<file path="config.mk">
export PLATFORM = sky130hd
export DESIGN_NAME = kalman_cv_position_filter_top
export DESIGN_NICKNAME = d
export VERILOG_FILES = /design/src/rtl/kcvpf_pkg.sv /design/src/rtl/kalman_cv_position_filter_top.sv
export SDC_FILE = /design/constraint.sdc
export NUM_CORES = 2
export LEC_CHECK = 0
export BUFFER_PORTS_ARGS = -buffer_cell sky130_fd_sc_hd__buf_2
export CORE_UTILIZATION = 40
export CTS_BUF_LIST = sky130_fd_sc_hd__clkbuf_8
export DETAILED_ROUTE_END_ITERATION = 7
export PLACE_DENSITY = 0.68
export SLEW_MARGIN = 25
export SYNTH_ARGS = -nofsm -noshare
export SYNTH_HDL_FRONTEND = slang
export SYNTH_SLANG_ARGS = --single-unit
export TNS_END_PERCENT = 30
</file>
<file path="constraint.sdc">
create_clock -name i_clk -period 13.05 [get_ports i_clk]
set_input_delay 0.6525 -clock i_clk [delete_from_list [all_inputs] [get_ports i_clk]]
set_output_delay 0.6525 -clock i_clk [all_outputs]
set_load 0.02 [all_outputs]
</file>
<file path="src/rtl/kcvpf_pkg.sv">
// ----------------------------------------------------------------------------
// kcvpf_pkg
// Shared types and constants for the constant-velocity position filter.
// ----------------------------------------------------------------------------
package kcvpf_pkg;

    localparam int unsigned CFG_BITS = 31;
    localparam int unsigned IO_BITS  = 32;

    // register indexes
    localparam logic [1:0] REG_QP = 2'd0;
    localparam logic [1:0] REG_QV = 2'd1;
    localparam logic [1:0] REG_R  = 2'd2;

    typedef enum logic [3:0] {
        ST_IDLE,
        ST_PRED,
        ST_DIV_SETUP,
        ST_DIV,
        ST_MUL,
        ST_DONE
    } t_state;

    // ALU operation codes for the shared unit
    typedef enum logic [1:0] {
        OP_ADD,
        OP_SUB,
        OP_MUL
    } t_op;

endpackage

</file>
<file path="src/rtl/kalman_cv_position_filter_top.sv">
// ----------------------------------------------------------------------------
// kalman_cv_position_filter_top
// Two-state constant-velocity Kalman filter, signed fixed point, saturating.
// ----------------------------------------------------------------------------
// Usage:
//   Input channel: i_valid / o_stall carries one measured position word.
//   Output channel: o_valid / i_stall carries filtered position and velocity.
//   APB port writes Qp (0x0), Qv (0x4) and R (0x8); reads return them.
// Timing:
//   One word is handled at a time. A shared saturating add/sub unit and one
//   shared multiplier run under a step sequencer: 10 prediction steps (the
//   last two form S and the innovation), then a setup state and one divider
//   bit per cycle for each gain (WORD_BITS+FRAC_BITS bits each), then 14
//   multiply/add steps; each multiply's product is registered before use.
//   o_stall is high from acceptance until the result has been taken.
// Reset:
//   Synchronous, active low: state zero, covariance identity, registers to
//   their defaults. A stalled result holds in the output register.
// ----------------------------------------------------------------------------
module kalman_cv_position_filter_top
    import kcvpf_pkg::*;
#(
    parameter int unsigned WORD_BITS = 32,
    parameter int unsigned FRAC_BITS = 16
) (
    input  logic                i_clk,
    input  logic                i_rst_n,
    input  logic                psel,
    input  logic                penable,
    input  logic                pwrite,
    input  logic [3:0]          paddr,
    input  logic [31:0]         pwdata,
    output logic [31:0]         prdata,
    output logic                pready,
    input  logic                i_valid,
    output logic                o_stall,
    input  logic signed [31:0]  i_measured_position,
    output logic                o_valid,
    input  logic                i_stall,
    output logic signed [31:0]  o_filtered_position,
    output logic signed [31:0]  o_filtered_velocity
);

    localparam int unsigned W   = WORD_BITS;
    localparam int unsigned QB  = W + FRAC_BITS;        // quotient bits
    localparam int unsigned CW  = $clog2(QB + 1);
    localparam int unsigned PW  = 2 * W;
    typedef logic signed [W-1:0] t_word;

    localparam t_word WMAX = t_word'({1'b0, {(W-1){1'b1}}});
    localparam t_word WMIN = t_word'({1'b1, {(W-1){1'b0}}});
    localparam t_word ONE  = (FRAC_BITS <= W - 2) ? t_word'(1) <<< FRAC_BITS : WMAX;

    function automatic t_word sat_cfg(input logic [CFG_BITS-1:0] v);
        logic [CFG_BITS:0] e;
        begin
            e = {1'b0, v};
            if (W > CFG_BITS + 1) sat_cfg = t_word'(e);
            else if (e > (CFG_BITS+1)'(WMAX)) sat_cfg = WMAX;
            else sat_cfg = t_word'(e);
        end
    endfunction

    // ---------------- configuration ----------------
    logic [CFG_BITS-1:0] r_qp, r_qv, r_r;
    logic cfg_wr;
    assign pready = 1'b1;
    assign cfg_wr = psel & penable & pwrite;

    always_ff @(posedge i_clk) begin
        if (!i_rst_n) begin
            r_qp <= CFG_BITS'(655);
            r_qv <= CFG_BITS'(655);
            r_r  <= CFG_BITS'(65536);
        end else if (cfg_wr && paddr[1:0] == 2'b00) begin
            unique case (paddr[3:2])
                REG_QP:  r_qp <= pwdata[CFG_BITS-1:0];
                REG_QV:  r_qv <= pwdata[CFG_BITS-1:0];
                REG_R:   r_r  <= pwdata[CFG_BITS-1:0];
                default: ;
            endcase
        end
    end

    always_comb begin
        unique case (paddr[3:2])
            REG_QP:  prdata = {1'b0, r_qp};
            REG_QV:  prdata = {1'b0, r_qv};
            REG_R:   prdata = {1'b0, r_r};
            default: prdata = '0;
        endcase
    end

    // ---------------- state and scratch registers ----------------
    t_word r_x0, r_x1, r_p00, r_p01, r_p10, r_p11;
    t_word r_z, r_xp0, r_pp00, r_pp01, r_pp10, r_pp11, r_s, r_k0, r_k1, r_y, r_omk;
    t_word r_tmp;
    t_state r_state, n_state;
    logic [4:0] r_step, n_step;
    logic       r_ovalid;
    logic signed [31:0] r_opos, r_ovel;

    // ---------------- shared ALU ----------------
    t_op   alu_op;
    t_word alu_a, alu_b, alu_res;
    logic signed [PW-1:0] r_prod;
    logic signed [W:0]    sum_ext;

    function automatic t_word sat_ext(input logic signed [W:0] v);
        if (v[W] != v[W-1]) sat_ext = v[W] ? WMIN : WMAX;
        else sat_ext = v[W-1:0];
    endfunction

    function automatic t_word in_sat(input logic signed [31:0] v);
        if (W >= IO_BITS) in_sat = t_word'(v);
        else if (v > 32'(WMAX)) in_sat = WMAX;
        else if (v < 32'(WMIN)) in_sat = WMIN;
        else in_sat = t_word'(v);
    endfunction

    function automatic logic signed [31:0] out_clip(input t_word v);
        if (W <= IO_BITS) out_clip = 32'(v);
        else if (v > t_word'(32'sh7fffffff)) out_clip = 32'sh7fffffff;
        else if (v < t_word'(-33'sh80000000)) out_clip = 32'sh80000000;
        else out_clip = v[31:0];
    endfunction

    // rounded, saturated product from the registered exact product
    logic [PW-1:0] pmag, prnd;
    logic          pneg;
    t_word         mul_res;
    always_comb begin
        pneg = r_prod[PW-1];
        pmag = pneg ? PW'(-r_prod) : PW'(r_prod);
        prnd = (pmag + (PW'(1) << (FRAC_BITS - 1))) >> FRAC_BITS;
        if (pneg) begin
            if (prnd > PW'({1'b1, {(W-1){1'b0}}})) mul_res = WMIN;
            else mul_res = t_word'(-prnd[W-1:0]);
        end else begin
            if (prnd > PW'(WMAX)) mul_res = WMAX;
            else mul_res = t_word'(prnd[W-1:0]);
        end
    end

    always_comb begin
        if (alu_op == OP_SUB) sum_ext = {alu_a[W-1], alu_a} - {alu_b[W-1], alu_b};
        else sum_ext = {alu_a[W-1], alu_a} + {alu_b[W-1], alu_b};
        alu_res = sat_ext(sum_ext);
    end

    // ---------------- divider ----------------
    logic [W:0]    r_rem;
    logic [QB-1:0] r_num, r_quo;
    logic [W-1:0]  r_den;
    logic          r_dneg, r_dsel;
    logic [CW-1:0] r_cnt;
    logic [W:0]    rem_sh, rem_sub;
    logic [QB-1:0] quo_nx;
    t_word         div_res;
    always_comb begin
        rem_sh  = {r_rem[W-1:0], r_num[QB-1]};
        rem_sub = rem_sh - {1'b0, r_den};
        // gain taken on the last bit includes that bit
        quo_nx  = {r_quo[QB-2:0], ~rem_sub[W]};
        if (r_dneg) begin
            if (quo_nx > QB'({1'b1, {(W-1){1'b0}}})) div_res = WMIN;
            else div_res = t_word'(-quo_nx[W-1:0]);
        end else begin
            if (quo_nx > QB'(WMAX)) div_res = WMAX;
            else div_res = t_word'(quo_nx[W-1:0]);
        end
    end

    // ---------------- sequencer operand select ----------------
    always_comb begin
        alu_op = OP_ADD;
        alu_a  = r_tmp;
        alu_b  = r_tmp;
        if (r_state == ST_PRED) begin
            case (r_step)
                5'd0: begin alu_a = r_x0;  alu_b = r_x1; end
                5'd1: begin alu_a = r_p10; alu_b = r_p01; end
                5'd2: begin alu_a = r_p00; alu_b = r_tmp; end
                5'd3: begin alu_a = r_tmp; alu_b = r_p11; end
                5'd4: begin alu_a = r_tmp; alu_b = sat_cfg(r_qp); end
                5'd5: begin alu_a = r_p01; alu_b = r_p11; end
                5'd6: begin alu_a = r_p10; alu_b = r_p11; end
                5'd7: begin alu_a = r_p11; alu_b = sat_cfg(r_qv); end
                5'd8: begin alu_a = r_pp00; alu_b = sat_cfg(r_r); end
                default: begin alu_op = OP_SUB; alu_a = r_z; alu_b = r_xp0; end
            endcase
        end else if (r_state == ST_MUL) begin
            // odd steps fold the product into state or covariance; step 4 forms ONE - k0
            case (r_step)
                5'd1:  begin alu_a = r_xp0; alu_b = mul_res; end
                5'd3:  begin alu_a = r_x1;  alu_b = mul_res; end
                5'd4:  begin alu_op = OP_SUB; alu_a = ONE; alu_b = r_k0; end
                5'd11: begin alu_op = OP_SUB; alu_a = r_pp10; alu_b = mul_res; end
                5'd13: begin alu_op = OP_SUB; alu_a = r_pp11; alu_b = mul_res; end
                default: ;
            endcase
        end
    end

    // multiplier operand select
    t_word ma, mb;
    always_comb begin
        ma = r_k0; mb = r_y;
        case (r_step)
            5'd2:  begin ma = r_k1;  mb = r_y; end
            5'd6:  begin ma = r_omk; mb = r_pp00; end
            5'd8:  begin ma = r_omk; mb = r_pp01; end
            5'd10: begin ma = r_k1;  mb = r_pp00; end
            5'd12: begin ma = r_k1;  mb = r_pp01; end
            default: ;
        endcase
    end

    logic in_acc, out_acc;
    assign in_acc  = i_valid & ~o_stall;
    assign out_acc = r_ovalid & ~i_stall;
    assign o_stall = (r_state != ST_IDLE) | r_ovalid;

    always_comb begin
        n_state = r_state;
        n_step  = r_step;
        unique case (r_state)
            ST_IDLE:      if (in_acc) begin n_state = ST_PRED; n_step = '0; end
            ST_PRED: begin
                n_step = r_step + 5'd1;
                if (r_step == 5'd9) n_state = ST_DIV_SETUP;
            end
            ST_DIV_SETUP: n_state = ST_DIV;
            ST_DIV: begin
                if (r_cnt == CW'(1)) begin
                    if (r_dsel) begin n_state = ST_MUL; n_step = '0; end
                    else n_state = ST_DIV_SETUP;
                end
            end
            ST_MUL: begin
                n_step = r_step + 5'd1;
                if (r_step == 5'd13) n_state = ST_DONE;
            end
            ST_DONE:      if (!r_ovalid) n_state = ST_IDLE;
            default:      n_state = ST_IDLE;
        endcase
    end

    always_ff @(posedge i_clk) begin
        if (!i_rst_n) begin
            r_state  <= ST_IDLE;
            r_step   <= '0;
            r_ovalid <= 1'b0;
            r_dsel   <= 1'b0;
            r_x0 <= '0; r_x1 <= '0;
            r_p00 <= ONE; r_p01 <= '0; r_p10 <= '0; r_p11 <= ONE;
        end else begin
            r_state <= n_state;
            r_step  <= n_step;
            if (out_acc) r_ovalid <= 1'b0;
            if (in_acc) begin
                r_z    <= in_sat(i_measured_position);
                r_dsel <= 1'b0;
            end
            if (r_state == ST_PRED) begin
                case (r_step)
                    5'd0: r_xp0 <= alu_res;
                    5'd5: r_pp01 <= alu_res;
                    5'd6: r_pp10 <= alu_res;
                    5'd7: r_pp11 <= alu_res;
                    5'd8: r_s <= alu_res;
                    5'd9: r_y <= alu_res;
                    default: r_tmp <= alu_res;
                endcase
                if (r_step == 5'd4) r_pp00 <= alu_res;
            end
            if (r_state == ST_DIV_SETUP) begin
                // numerator: pp00 first, pp10 second
                t_word nn;
                nn = r_dsel ? r_pp10 : r_pp00;
                r_dneg <= nn[W-1] ^ r_s[W-1];
                r_num  <= QB'(nn[W-1] ? -{1'b0, nn} : {1'b0, nn}) << FRAC_BITS;
                r_den  <= r_s[W-1] ? W'(-r_s) : W'(r_s);
                r_rem  <= '0;
                r_quo  <= '0;
                r_cnt  <= CW'(QB);
            end
            if (r_state == ST_DIV) begin
                r_num <= r_num << 1;
                r_cnt <= r_cnt - CW'(1);
                if (!rem_sub[W]) begin
                    r_rem <= rem_sub;
                    r_quo <= {r_quo[QB-2:0], 1'b1};
                end else begin
                    r_rem <= rem_sh;
                    r_quo <= {r_quo[QB-2:0], 1'b0};
                end
            end
            if (r_state == ST_DIV && r_cnt == CW'(1)) begin
                // a zero denominator forces a zero gain
                if (!r_dsel) begin
                    r_k0 <= (r_s == '0) ? '0 : div_res;
                    r_dsel <= 1'b1;
                end else begin
                    r_k1 <= (r_s == '0) ? '0 : div_res;
                end
            end
            if (r_state == ST_MUL) begin
                if (!r_step[0]) r_prod <= PW'(ma) * PW'(mb);
                case (r_step)
                    5'd1:  r_x0  <= alu_res;
                    5'd3:  r_x1  <= alu_res;
                    5'd4:  r_omk <= alu_res;
                    5'd7:  r_p00 <= mul_res;
                    5'd9:  r_p01 <= mul_res;
                    5'd11: r_p10 <= alu_res;
                    5'd13: r_p11 <= alu_res;
                    default: ;
                endcase
            end
            if (r_state == ST_DONE && !r_ovalid) begin
                r_ovalid <= 1'b1;
                r_opos <= out_clip(r_x0);
                r_ovel <= out_clip(r_x1);
            end
        end
    end

    assign o_valid = r_ovalid;
    assign o_filtered_position = r_opos;
    assign o_filtered_velocity = r_ovel;

endmodule

</file>
==> impl_metrics.toml <==
[logic_synthesis]
synth_ff_type = "edfxtp_1"
syn_avg_cell_area_um2 = 9.44
synthTopCellsByArea = "fa_1 25%, edfxtp_1 23%, dfxtp_1 6.9%"
ys.warnings.count = 0
syn_nets = 10500
synth_largest_area_cell = "fa_1"
synthDistinctLibCells = 117
netlist_area_um2 = 86000
synth_edf_count = 662
synth-seq-cells = 957
ys_async_sr_fraction_pct = 0
seq_area_frac_synth_pct = 30.0
synthCells = 9108
synth_top_area_share_pct = 25.2

[detailed_routing]
via_per_inst = 5.93
drt-initial-drc-count = 9948
drc = 9
drt-pass1-iter-count = 8
ant_nets = 0
drt_wl_total_mm = 325
wire_per_inst_um = 26.5
num_vias = 72600

[timing]
tightest_slew_ns = 1.24
period_share_pct = 97.3
setup_slack_ns = 0.350
fmax_mhz = 78.7
hold_violations = 0
setup_viol = 0
maxSlewViolCount = 0
clock_skew_ns = 0.114
rsz0062_at_grt = "no"
fin_crit_ns = 12.70
tns_ns = 0
maxSlewHeadroom_pct = 16.5

[finish]
largest_reg_flops = 64
nets = 10700
drive_above_1_share_pct = 9.74
reg_top3 = "r_prod (64), r_quo (47)"
layout_common_cells = "1424 x nand2_1, 1310 x inv_1, 1084 x fa_1"
design_area_um2 = 95200
stdcell_count = 12200
top_register = "r_prod"
final_common_cell = "nand2_1"
syn_to_final_growth_pct = 10.7

[placed_design]
dpl_worst_slack_ns = 0.383
place_inst = 11900
place_congestion = 1.07
io_buffers = 170
hpwl_mm = 247
placed_area_um2 = 91100

[critical_path]
critPathCaptureType = "flip-flop"
critical_path_buf_inv_count = 5
slowest_stage = "nor4_2"
critPathTopFamily = "compound AO/OA/AOI/OAI gates"
crit_top_cell = "a21o_1"
crit_fanout = 33
crit_arrival_ns = 13.32
startpoint_type = "flip-flop"
crit_required_ns = 13.67
crit_path_max_incr_delay_ns = 0.83
path_class = "reg -> reg"

[grt]
grt_pass1_vias = 71700
grt_use_total_pct = 29.5
grt_pass1_wl_mm = 472
antenna_found_initial = 25
grt_remaining_overflow = 0
grt_max_degree = 93

[cts]
h-tree-depth = 4
ctsLongestPathBuffers = 3
cts_tree = "built"
path_clk_slew_ns = 0.07
cts_sinks = 957
clockRootBuffer = "clkbuf_8"
cts_buffers = 165
clk_latency_ns = 0.97

[outcome]
status = "finished with violations"
violations = "DRC"

[die]
coreArea_um2 = 213000
die_area_um2 = 217000
initial_utilization_pct = 40.4
die_x_um = 466
die_y_um = 466
rows = 169
io_pins = 174

[run]
maxCapViolCount = 0

[min_path]
hold_path.class = "in -> reg"
-- stage by stage --
step                hold slack (ns)  util, %
detailed placement            0.453     42.8
floorplan                     0.426        -
finish                        0.312     44.7
global placement              0.444     42.7
CTS                           0.240     44.6
global route                  0.304     44.7
-- cell usage after synthesis, types with 51 or more instances --
master    count
dfxtp_1     295
nor3_1      133
nand4_1      66
a21oi_1     376
ha_1        261
inv_1      1252
mux2i_1      82
nand2_1    1429
a21o_1       53
edfxtp_1    662
a22oi_1      92
clkbuf_1    512
a31oi_1     117
and2_1      104
a211oi_1    134
o311ai_1     51
xor2_1      125
nand3_1     160
xnor2_1     179
a221oi_1     64
fa_1       1084
a222oi_1    104
and3_1       87
nor2_1      670
o21ai_0     265
-- logic make-up after synthesis --
logic type      share of synthesized area, %
flops                                   30.0
other cells                          0.00873
xor+xnor                                3.11
fa+ha+maj                               29.1
mux                                     1.12
simple gates                            15.0
buf+inv                                 8.10
compound gates                          13.6
-- layer usage --
layer	GRT usage (%)	part of all wire [%]
met5	0	0.021
met4	19.2	7.7
met1	36.2	37
met2	45.6	44
met3	7.99	11
-- path summary, 6_finish.rpt --
kind / slack (ns) / startpoint / cells past startpoint / endpoint
setup / recovery: 0.35 / r_prod[6] / 41 / r_pp00[7]
hold / removal: 0.31 / i_rst_n / 3 / r_p11[18]
setup reg to reg: 0.35 / r_prod[6] / 41 / r_pp00[7]
hold reg to reg: 0.46 / r_p00[21] / 2 / r_p00[21]
-- worst reg2reg max path: cells and delay by family, from the launching register on --
kind,cells,cell delay [ns]
AND/OR/NAND/NOR,10,3.40
buffers and inverters,5,1.52
XOR/XNOR,1,0.22
flip-flops,1,0.37
AO/OA/AOI/OAI,22,6.09
adder cells (fa/ha/maj),2,0.57
multiplexers,1,0.30
-- timing repair --
action | CTS | global route
resized for setup | 0 | 3
hold endpoints to repair | 126 | 0
endpoints found under the setup margin | 0 | 410
hold buffers | 64 | 0
buffers inserted | 0 | 2
-- area by class of cell --
type	count	area, um2
antenna	16	40.0
clock buffer	184	2530
clock inverter	121	847
fill	20100	118000
inverter	1256	4720
multi-input combinational	6325	53700
sequential	957	25800
tap	2821	3530
timing repair buffer	563	4080
Power is not shown: default switching activity piles up to over one toggle a cycle in this logic, so the estimate is an artifact.
